<file path="src/hw/rtl/kwm_pkg.sv">
// Shared types, defaults and helpers for the k-way record merge.
// Used by kwm_order_cmp and k_way_record_merge under hw/rtl; depends on nothing else.
package kwm_pkg;

    // Default sizing, handed down as top-level parameter defaults
    localparam int WAYS_DEF        = 64;
    localparam int COLOR_WORDS_DEF = 4;

    // Fixed payload widths
    localparam int WORD_W      = 64;
    localparam int WAY_W       = 6;
    localparam int ACTIVE_W    = 7;
    localparam int MAX_COLORS  = 4;
    localparam logic [ACTIVE_W-1:0] ACTIVE_RST = 7'd64;

    // Request command codes
    localparam logic CMD_RECORD  = 1'b0;
    localparam logic CMD_EXHAUST = 1'b1;

    // One input request
    typedef struct packed {
        logic              command;
        logic [WAY_W-1:0]  way;
        logic [WORD_W-1:0] minimizer;
        logic [WORD_W-1:0] color_word_0;
        logic [WORD_W-1:0] color_word_1;
        logic [WORD_W-1:0] color_word_2;
        logic [WORD_W-1:0] color_word_3;
    } item_t;

    // One merged result
    typedef struct packed {
        logic [WORD_W-1:0] out_minimizer;
        logic [WORD_W-1:0] out_color_0;
        logic [WORD_W-1:0] out_color_1;
        logic [WORD_W-1:0] out_color_2;
        logic [WORD_W-1:0] out_color_3;
        logic [WAY_W-1:0]  source_way;
        logic              done_res;
    } res_t;

    // Byte swap: little-endian memory order becomes a plain unsigned key
    function automatic logic [WORD_W-1:0] byte_rev(input logic [WORD_W-1:0] x);
        logic [WORD_W-1:0] r;
        r = '0;
        for (int b = 0; b < 8; b++)
        begin
            r[8*(7-b) +: 8] = x[8*b +: 8];
        end
        return r;
    endfunction

endpackage

</file>
<file path="src/hw/rtl/kwm_order_cmp.sv">
// Record ordering unit: colours as little-endian bytes first, then minimizer.
// Depends on kwm_pkg for widths and the byte swap helper.
module kwm_order_cmp #(
    parameter int COLOR_WORDS = kwm_pkg::COLOR_WORDS_DEF
) (
    input  logic [kwm_pkg::WORD_W*(COLOR_WORDS+1)-1:0] a_word,
    input  logic [kwm_pkg::WORD_W*(COLOR_WORDS+1)-1:0] b_word,
    output logic                                       a_less
);

    localparam int W     = kwm_pkg::WORD_W;
    localparam int KEY_W = W * (COLOR_WORDS + 1);

    logic [KEY_W-1:0] a_key;
    logic [KEY_W-1:0] b_key;

    // Key: colour 0 most significant, minimizer least significant
    assign a_key[W-1:0] = a_word[W-1:0];
    assign b_key[W-1:0] = b_word[W-1:0];

    for (genvar c = 0; c < COLOR_WORDS; c++)
    begin : g_key
        assign a_key[W*(COLOR_WORDS-c) +: W] = kwm_pkg::byte_rev(a_word[W*(c+1) +: W]);
        assign b_key[W*(COLOR_WORDS-c) +: W] = kwm_pkg::byte_rev(b_word[W*(c+1) +: W]);
    end

    // One wide unsigned compare
    assign a_less = (a_key < b_key);

endmodule

</file>
<file path="config.mk">
export PLATFORM = sky130hd
export DESIGN_NAME = kwm_order_cmp
export DESIGN_NICKNAME = d
export VERILOG_FILES = /design/src/hw/rtl/kwm_pkg.sv /design/src/hw/rtl/kwm_order_cmp.sv
export SDC_FILE = /design/constraint.sdc
export NUM_CORES = 1
export LEC_CHECK = 0
export ABC_AREA = 1
export BUFFER_PORTS_ARGS = -buffer_cell sky130_fd_sc_hd__buf_2
export CORE_AREA = 2 2 251 253
export DETAILED_ROUTE_END_ITERATION = 7
export DIE_AREA = 0 0 253 255
export SYNTH_ARGS = -nofsm -noshare
export SYNTH_HDL_FRONTEND = slang
export SYNTH_SLANG_ARGS = --single-unit
</file>
<file path="constraint.sdc">
create_clock -name vclk -period 1.55
set_input_delay 0 -clock vclk [all_inputs]
set_output_delay 0 -clock vclk [all_outputs]
set_load 0.02 [all_outputs]
</file>
==> results of run 1 <==
[path summary, 6_finish.rpt]
| check | cells after the start | end |
|---|---|---|
| worst min-delay path | 12 | a_less |
| worst max-delay path | 15 | a_less |
[cell usage in the layout, fill, tap and decap left out, types with 3 or more instances in the layout]
| master | instances |
|---|---|
| o21bai_1 | 3 |
| buf_6 | 11 |
| nand3_1 | 14 |
| a21oi_2 | 16 |
| buf_4 | 37 |
| buf_2 | 630 |
| ha_4 | 14 |
| nor3_2 | 3 |
| ha_1 | 304 |
| a21oi_1 | 133 |
| inv_2 | 20 |
| a21o_1 | 9 |
| nand2_2 | 22 |
| nand4_1 | 21 |
| nand2_1 | 289 |
| nor4_1 | 3 |
| nor2_4 | 7 |
| o21ai_1 | 10 |
| nor2_1 | 68 |
| o21a_1 | 14 |
| nor3_1 | 6 |
| inv_1 | 373 |
| o21ai_0 | 29 |
| nor2_2 | 9 |
[critical path, stage by stage]
cell and delay, ns:
buf_2 0.10, inv_1 0.07, ha_4 0.27, nand2_2 0.07, nor2_4 0.09, nand2_2 0.07
nor4_2 0.29, buf_4 0.17, nand3_1 0.10, buf_6 0.14, nor2_4 0.10, nand2_2 0.07
a21oi_2 0.14, nor2_4 0.08, buf_6 0.14
[per-stage QoR]
| step | util [%] | cell area, um^2 |
|---|---|---|
| after floorplan | - | 8500 |
| after global placement | 20.9 | 13000 |
| after detailed placement | 20.9 | 13000 |
| after CTS | 21.4 | 13300 |
| after global routing | 21.7 | 13500 |
| final | 21.7 | 13500 |
[cell families after synthesis]
logic type / share of synthesized area (%)
fa+ha+maj: 47.0
compound gates: 13.8
buf+inv: 17.4
simple gates: 21.8
[power by group through the flow]
stage | Sequential (mW) | Clock, mW | Combinational, mW
floorplan | 0 | 0 | 1.52
finish | 0 | 0.0000000865 | 3.22
global placement | 0 | 0 | 3.05
global route | 0 | 0.0000000865 | 3.73
CTS | 0 | 0 | 3.23
detailed placement | 0 | 0 | 3.07
[layout make-up]
class	count	area (um^2)
well taps	799	1000
inverters	395	1490
fillers	7176	48700
diodes	1	2.50
multi-input cells	993	7460
repair buffers	678	3550
[metal layers]
metal	routed length [um]	vias up	share of wire (%)	GRT usage, %
li1	-	5765	-	-
met1	15800	4445	41	12.7
met2	19100	437	49	21.3
met3	2520	60	6.5	1.61
met4	1540	4	3.9	3.69
met5	29	-	0.074	0
[repair_timing]
action / in CTS / in global routing
gates resized for setup: 91 / 30
setup endpoints to repair: 1 / 1
buffers inserted: 1 / 2
endpoints found under the hold margin: 0 / 0
pin swaps: 30 / 17
==> metrics, run 1 <==
Comb pwr share=100.0%; non-filler instance count after layout=2866; vias in the first global route=10400; count leader, synth=inv_1; row count=92; Worst VDD drop=0.000114 V; hold_buf cts=0; Max-Cap Viols=0; kind of critical path=input pin to primary output; Tightest Pin Transition=0.393 ns; Reg power frac=0%; Post-Syn Nets=2347; RSZ-0062 raised after global routing=yes; Area Growth Syn to Fin=58.9%; initial DRC count=267; die area=64500 um^2; global-route wire length before repair=55000 um; Internal Power=1.58 mW; Pwr Total=3.22 mW; remaining antenna violation count=0; Tcrit/Tclk final=123%; Net Switching=1.64 mW; FFs & Latches=0; CP Launch Point=b_word[103]; Die Width=253 um; final setup margin=-0.355 ns; Final Hold Vio Count=0; post-synthesis sequential area ratio=0%; DRC viols=0; initial antenna violation count=10; top cells by count, synth=inv_1, ha_1, nand2_1, a21oi_1, nor2_1; detailed-router iteration count before antenna repair=4; cell taking the most area after synthesis=ha_1; crit path max fanout=2; Max Transition Viols Final=0; Placed Instances=2863; io pins=641; Cells after Synth=1388; Final min period=1.91 ns; Final GP Congestion=0.896; Worst slew margin=73.7%; Yosys cell types=26; leakage=8.71 nW; setup TNS=-0.355 ns; Crit. End Element=primary output; final setup fails=1; WHS=0.935 ns; maximum clock frequency=525 MHz; outcome=finished with violations; cell area after synthesis=8500 um^2; failing checks=negative setup slack; WL final=39000 um; Total GRT Usage=11.2%; critical path launch point type=input pin; Via density=3.74; required time of the critical path=1.55 ns; Clock power frac=0%; routed vias=10700; Starting Density=13.7%; die span in y=255 um; area share of the largest cell type after synthesis=47.0%; I/O Buffers=641; fin nets=3027; GRT overflow=0; Mean Syn Cell Area=6.12 um^2; CP Data Arrival Time=1.91 ns; Net Sw Frac=50.9%; layout cell share with drive strength beyond 1=38.0%; FF/Latch Area=0 um^2; pre-CTS WS=-0.812 ns; Avg WL per Cell=13.6 um; PD cells=238 nW/um^2; critical hold path startpoint=a_word[71]; largest net degree at the start of global routing=4; core area=62200 um^2; Synth Warn #=0; Hold Path Class=input pin to primary output; top post-synthesis cells by area=ha_1, inv_1, nand2_1; dpl hpwl=37300 um; clkbuf count=0
(Power assumes the default switching activity.)
==> inputs of run 2 (changes only) <==
--- a/config.mk
+++ b/config.mk
@@ -7,9 +7,12 @@
 export LEC_CHECK = 0
 export ABC_AREA = 1
 export BUFFER_PORTS_ARGS = -buffer_cell sky130_fd_sc_hd__buf_2
-export CORE_AREA = 2 2 251 253
+export CELL_PAD_IN_SITES_DETAIL_PLACEMENT = 0
+export CELL_PAD_IN_SITES_GLOBAL_PLACEMENT = 1
+export CORE_AREA = 2 2 249 251
 export DETAILED_ROUTE_END_ITERATION = 7
-export DIE_AREA = 0 0 253 255
+export DIE_AREA = 0 0 251 253
+export PLACE_DENSITY_LB_ADDON = 0.1
 export SYNTH_ARGS = -nofsm -noshare
 export SYNTH_HDL_FRONTEND = slang
 export SYNTH_SLANG_ARGS = --single-unit
==> run 2 against run 1 <==
Effect of this change: the run still ends with negative setup slack left; first-iteration DRC count decreased by 32%; design area decreased by 1.5%; maximum frequency increased by 2.4%; sequential share of layout area unchanged; cell count decreased by 0.28%; critical path depth decreased by 2; sequential cell count unchanged; utilization increased by 0.064 points.
==> metrics, run 2 (synthesis results as in run 1) <==
Avg WL per Cell=15.0 um (+10%); commonest non-fill, non-tap cell in the layout=buf_2; met3 Use GR=3.75% (+2.1 points); io pins=641 (unchanged); gr busiest metal=met2; Internal Power=1.51 mW (-4.7%); Area Growth Syn to Fin=56.4%; fin area=13300 um^2 (-1.5%); initial DRC count=182 (-32%); global-route wire length before repair=62100 um (+13%); RSZ-0062 raised after global routing=yes; remaining antenna violation count=0 (unchanged); GRT overflow=0 (unchanged); Comb pwr share=100.0% (about the same); Die Width=251 um (-0.79%); layout cell share with drive strength beyond 1=36.2% (-1.8 points); die span in y=253 um (-0.78%); crit path cell chain=buf_6 -> ha_4 -> nand4_1 -> nor3_4 -> buf_6 -> nand3_4 -> nor2_4 -> nand4_1 -> nor2_2 -> nand2_1 -> a21oi_2 -> nor2_2 -> buf_6; footprint of the multi-input gates=7330 um^2 (-1.7%); Worst VDD drop=0.0000656 V (-42%); DRC viols=0 (unchanged); slowest CP cell=ha_4; Final Hold Vio Count=0 (unchanged); Final min period=1.86 ns (-0.0446 ns); Total GRT Usage=12.7% (+1.6 points); Tightest Pin Transition=0.476 ns (+0.0831 ns); initial antenna violation count=29 (+19); final setup margin=-0.311 ns (+0.0446 ns); outcome=finished with violations; clkbuf count=0 (unchanged); Area after DPL=12900 um^2 (-0.67%); PD cells=228 nW/um^2 (-4.3%); Clock power frac=0% (unchanged); Crit. End Element=primary output; crit path max fanout=2 (unchanged); vias in the first global route=11200 (+7.4%); Worst slew margin=68.0% (-5.7 points); leakage=8.65 nW (-0.65%); Final GP Congestion=0.831 (-7.3%); WL final=42800 um (+9.8%); Net Sw Frac=50.4% (-0.57 points); core area=61000 um^2 (-1.8%); routed vias=10600 (-1.2%); Tcrit/Tclk final=120% (-2.9 points); Max-Cap Viols=0 (unchanged); Via density=3.70 (-0.97%); die area=63500 um^2 (-1.6%); kind of critical path=input pin to primary output; detailed-router iteration count before antenna repair=4 (unchanged); required time of the critical path=1.55 ns (about the same); global-route met1 utilization=13.5% (+0.83 points); hold_buf cts=0 (unchanged); Net Switching=1.53 mW (-6.9%); fin nets=3015 (-0.40%); grt met2 use=25.4% (+4.1 points); Hold Path Class=input pin to primary output; I/O Buffers=641 (unchanged); largest net degree at the start of global routing=4 (unchanged); FF/Latch Area=0 um^2 (unchanged); Fill cells=7193 (+0.24%); max incr delay on CP=0.25 ns (-0.04 ns); failing checks=negative setup slack; maximum clock frequency=537 MHz (+2.4%); pre-CTS WS=-0.677 ns (+0.135 ns); dpl hpwl=41800 um (+12%); most frequent cells in the layout=buf_2, inv_1, ha_1; Reg power frac=0% (unchanged); critical path launch point type=input pin; FFs & Latches=0 (unchanged); Starting Density=13.9% (+0.25 points); CP Data Arrival Time=1.86 ns (-0.05 ns); final setup fails=1 (unchanged); Max Transition Viols Final=0 (unchanged); row count=91 (-1.1%); Most Frequent Cell on Critical Path=buf_6
-- run 2: cell count changes in the layout (fill, tap and decap cells not counted), sizes merged --
cell   delta
buf      -12
diode    +13
-- run 2: worst paths after layout --
check                  startpoint  endpoint  slack (ns)  cells past startpoint
worst max-delay path  a_word[128]    a_less       -0.31                     13
worst min-delay path   a_word[31]    a_less        0.84                     10
-- run 2: layout make-up --
| cell class | instances | area share, % |
|---|---|---|
| antenna | 14 | 0.263 |
| inverter | 395 | 11.2 |
| multi-input combinational | 993 | 55.2 |
| tap | 790 | 7.43 |
| timing repair buffer | 666 | 26.0 |
-- run 2: critical path: cells and delay by family --
kind | cells | cell delay, ns
AND/OR/NAND/NOR | 8 | 1.12
buffers and inverters | 3 | 0.37
adder cells (fa/ha/maj) | 1 | 0.25
AO/OA/AOI/OAI | 1 | 0.12
-- run 2: metrics by stage --
stage          hold slack, ns  total power, mW  std cells  util, %  TNS (ns)
2_1_floorplan           0.534             1.52       1388        -         0
3_3_place_gp            0.925             2.97       2844     21.1    -0.748
3_5_place_dp            0.896             2.96       2844     21.1    -0.677
4_1_cts                 0.866             3.05       2845     21.5    -0.446
5_1_grt                 0.924             3.56       2854     21.8    -0.497
6_report                0.839             3.03       2858     21.8    -0.311
-- run 2: power by group through the flow --
| stage | logic (mW) | clock network (mW) | registers (mW) |
|---|---|---|---|
| 5_1_grt | 3.56 | 0.000000864 | 0 |
| 6_report | 3.03 | 0.00000121 | 0 |
| 3_5_place_dp | 2.96 | 0 | 0 |
| 4_1_cts | 3.05 | 0 | 0 |
| 3_3_place_gp | 2.97 | 0 | 0 |
| 2_1_floorplan | 1.52 | 0 | 0 |
-- run 2: repair_timing --
action / 4_1_cts / 5_1_grt
setup buffers: 1 / 0
gates resized for setup: 42 / 39
setup endpoints to repair: 1 / 1
pin swaps: 11 / 19
-- run 2: metal layers --
layer / part of all wire [%] / routed length [um]
met5: 0.42 / 180
met2: 53 / 22600
met3: 7.6 / 3250
met1: 38 / 16400
met4: 0.65 / 280
==> inputs of run 3 (changes only) <==
==> constraint.sdc (replaced) <==
create_clock -name vclk -period 1.8
set_input_delay 0 -clock vclk [all_inputs]
set_output_delay 0 -clock vclk [all_outputs]
set_load 0.02 [all_outputs]
==> run 3 against run 2 <==
Effect of this change: the run still ends with negative setup slack left; largest power group unchanged; critical path type unchanged; routed wire length decreased by 0.14%; highest routed layer unchanged; design area decreased by 1.3%; setup slack improved by 0.25 ns; via count about the same; global-route usage about the same.
==> metrics, run 3 (synthesis results as in run 1) <==
outcome=finished with violations; failing checks=negative setup slack; Via density=3.71 (+0.32%); GRT overflow=0 (unchanged); Area after DPL=12800 um^2 (-0.64%); CP Launch Point=b_word[311]; I/O Buffers=641 (unchanged); CP Data Arrival Time=1.86 ns (about the same); Die Width=251 um (unchanged); max incr delay on CP=0.30 ns (+0.05 ns); critical hold path startpoint=a_word[31]; Max-Cap Viols=0 (unchanged); Final GP Congestion=0.832 (+0.13%); DRC viols=0 (unchanged); crit path max fanout=2 (unchanged); required time of the critical path=1.80 ns (+0.25 ns); pre-CTS WS=-0.421 ns (+0.256 ns); die area=63500 um^2 (unchanged); final setup fails=1 (unchanged); global-route wire length before repair=61900 um (-0.33%); commonest non-fill, non-tap cell in the layout=buf_2; FF/Latch Area=0 um^2 (unchanged); crit path cell chain=buf_2 -> inv_1 -> ha_1 -> nand2_2 -> nor2_1 -> nand4_1 -> nor2_1 -> nand2_1 -> nand2_1 -> o21bai_1 -> nand2_1 -> nand2_1 -> nand2_2 -> nand2_1 -> nand2_1 -> nor2_2 -> buf_6; detailed-router iteration count before antenna repair=4 (unchanged); critical path launch point type=input pin; fin area=13100 um^2 (-1.3%); row count=91 (unchanged); WL final=42700 um (-0.14%); Total GRT Usage=12.7% (-0.019 points); WHS=0.863 ns (+0.0239 ns); Pwr Total=2.55 mW (-16%); Crit. End Element=primary output; Tightest Pin Transition=0.561 ns (+0.0849 ns); routed vias=10600 (-0.028%); clkbuf count=0 (unchanged); CP top delay family=simple AND/OR/NAND/NOR gates; Avg WL per Cell=15.0 um (+0.22%); maximum clock frequency=537 MHz; fin nets=3005 (-0.33%); PD cells=194 nW/um^2 (-15%); io pins=641 (unchanged); FFs & Latches=0 (unchanged); die span in y=253 um (unchanged); RSZ-0062 raised after global routing=yes; slowest CP cell=ha_1; kind of critical path=input pin to primary output; Tcrit/Tclk final=103%; initial DRC count=225 (+24%); remaining antenna violation count=0 (unchanged); largest net degree at the start of global routing=4 (unchanged); core area=61000 um^2 (unchanged); vias in the first global route=11200 (+0.61%); hold path depth=10 (unchanged); Final Hold Vio Count=0 (unchanged); leakage=8.60 nW (-0.63%); setup TNS=-0.0618 ns (+0.249 ns); Hold Path Class=input pin to primary output; dpl hpwl=41900 um (+0.21%); layout cell share with drive strength beyond 1=35.1% (-1.1 points); Area Growth Syn to Fin=54.4%; most frequent cells in the layout=buf_2, inv_1, ha_1; initial antenna violation count=30 (+3.4%); Final min period=1.86 ns; Starting Density=13.9% (unchanged); final setup margin=-0.0618 ns (+0.249 ns); Most Frequent Cell on Critical Path=nand2_1; hold_buf cts=0 (unchanged); Levels on crit path=17 (+4); Worst VDD drop=0.0000605 V (-7.7%); Worst slew margin=62.3% (-5.7 points); Max Transition Viols Final=0 (unchanged); Critical path buffers and inverters=3 (unchanged)
-- run 3: changes by cell type in the layout (fill, tap and decap cells not counted), moves of 4 or more --
| cell | previous run | this run |
|---|---|---|
| ha_1 | 310 | 314 |
| nor2_2 | 12 | 8 |
| buf_4 | 24 | 14 |
| ha_4 | 9 | 5 |
| nor2_1 | 68 | 74 |
-- run 3: stage by stage --
stage	cells	utilization, %
floorplan	1388	-
global placement	2833	21.0
detailed placement	2833	21.0
CTS	2834	21.3
global route	2842	21.5
finish	2848	21.5
-- run 3: where the power goes --
part            total, mW  internal, mW  leakage, nW  switching [mW]
clock network  0.00000104    0.00000104    0.0000887               0
logic                2.55          1.26         8.60            1.29
registers               0             0            0               0
-- run 3: tightest hold or removal path: cells and delay by family --
family                   cells  cell delay, ns
AO/OA/AOI/OAI                3            0.27
buffers and inverters        2            0.21
adder cells (fa/ha/maj)      1            0.13
AND/OR/NAND/NOR              4            0.26
-- run 3: worst paths after layout --
check,to
setup / recovery,a_less
hold / removal,a_less
-- run 3: cell type report --
class / instances / area [um^2]
antenna: 14 / 35.0
fill: 7202 / 47900
inverter: 395 / 1490
multi-input combinational: 993 / 7240
tap: 790 / 988
timing repair buffer: 656 / 3380
-- run 3: repair_timing --
action,CTS,global route
pin swaps,11,10
setup buffers,1,0
cloned,0,0
endpoints found under the setup margin,1,1
resized for setup,40,22
hold endpoints to repair,0,0
-- run 3: layer usage --
layer  up-vias  GRT usage, %  wire, um
met1      4463          13.5     16300
met3        34          3.91      3520
li1       5744             -         -
met5         -             0       195
met2       302          25.6     22600
met4        32         0.493       124
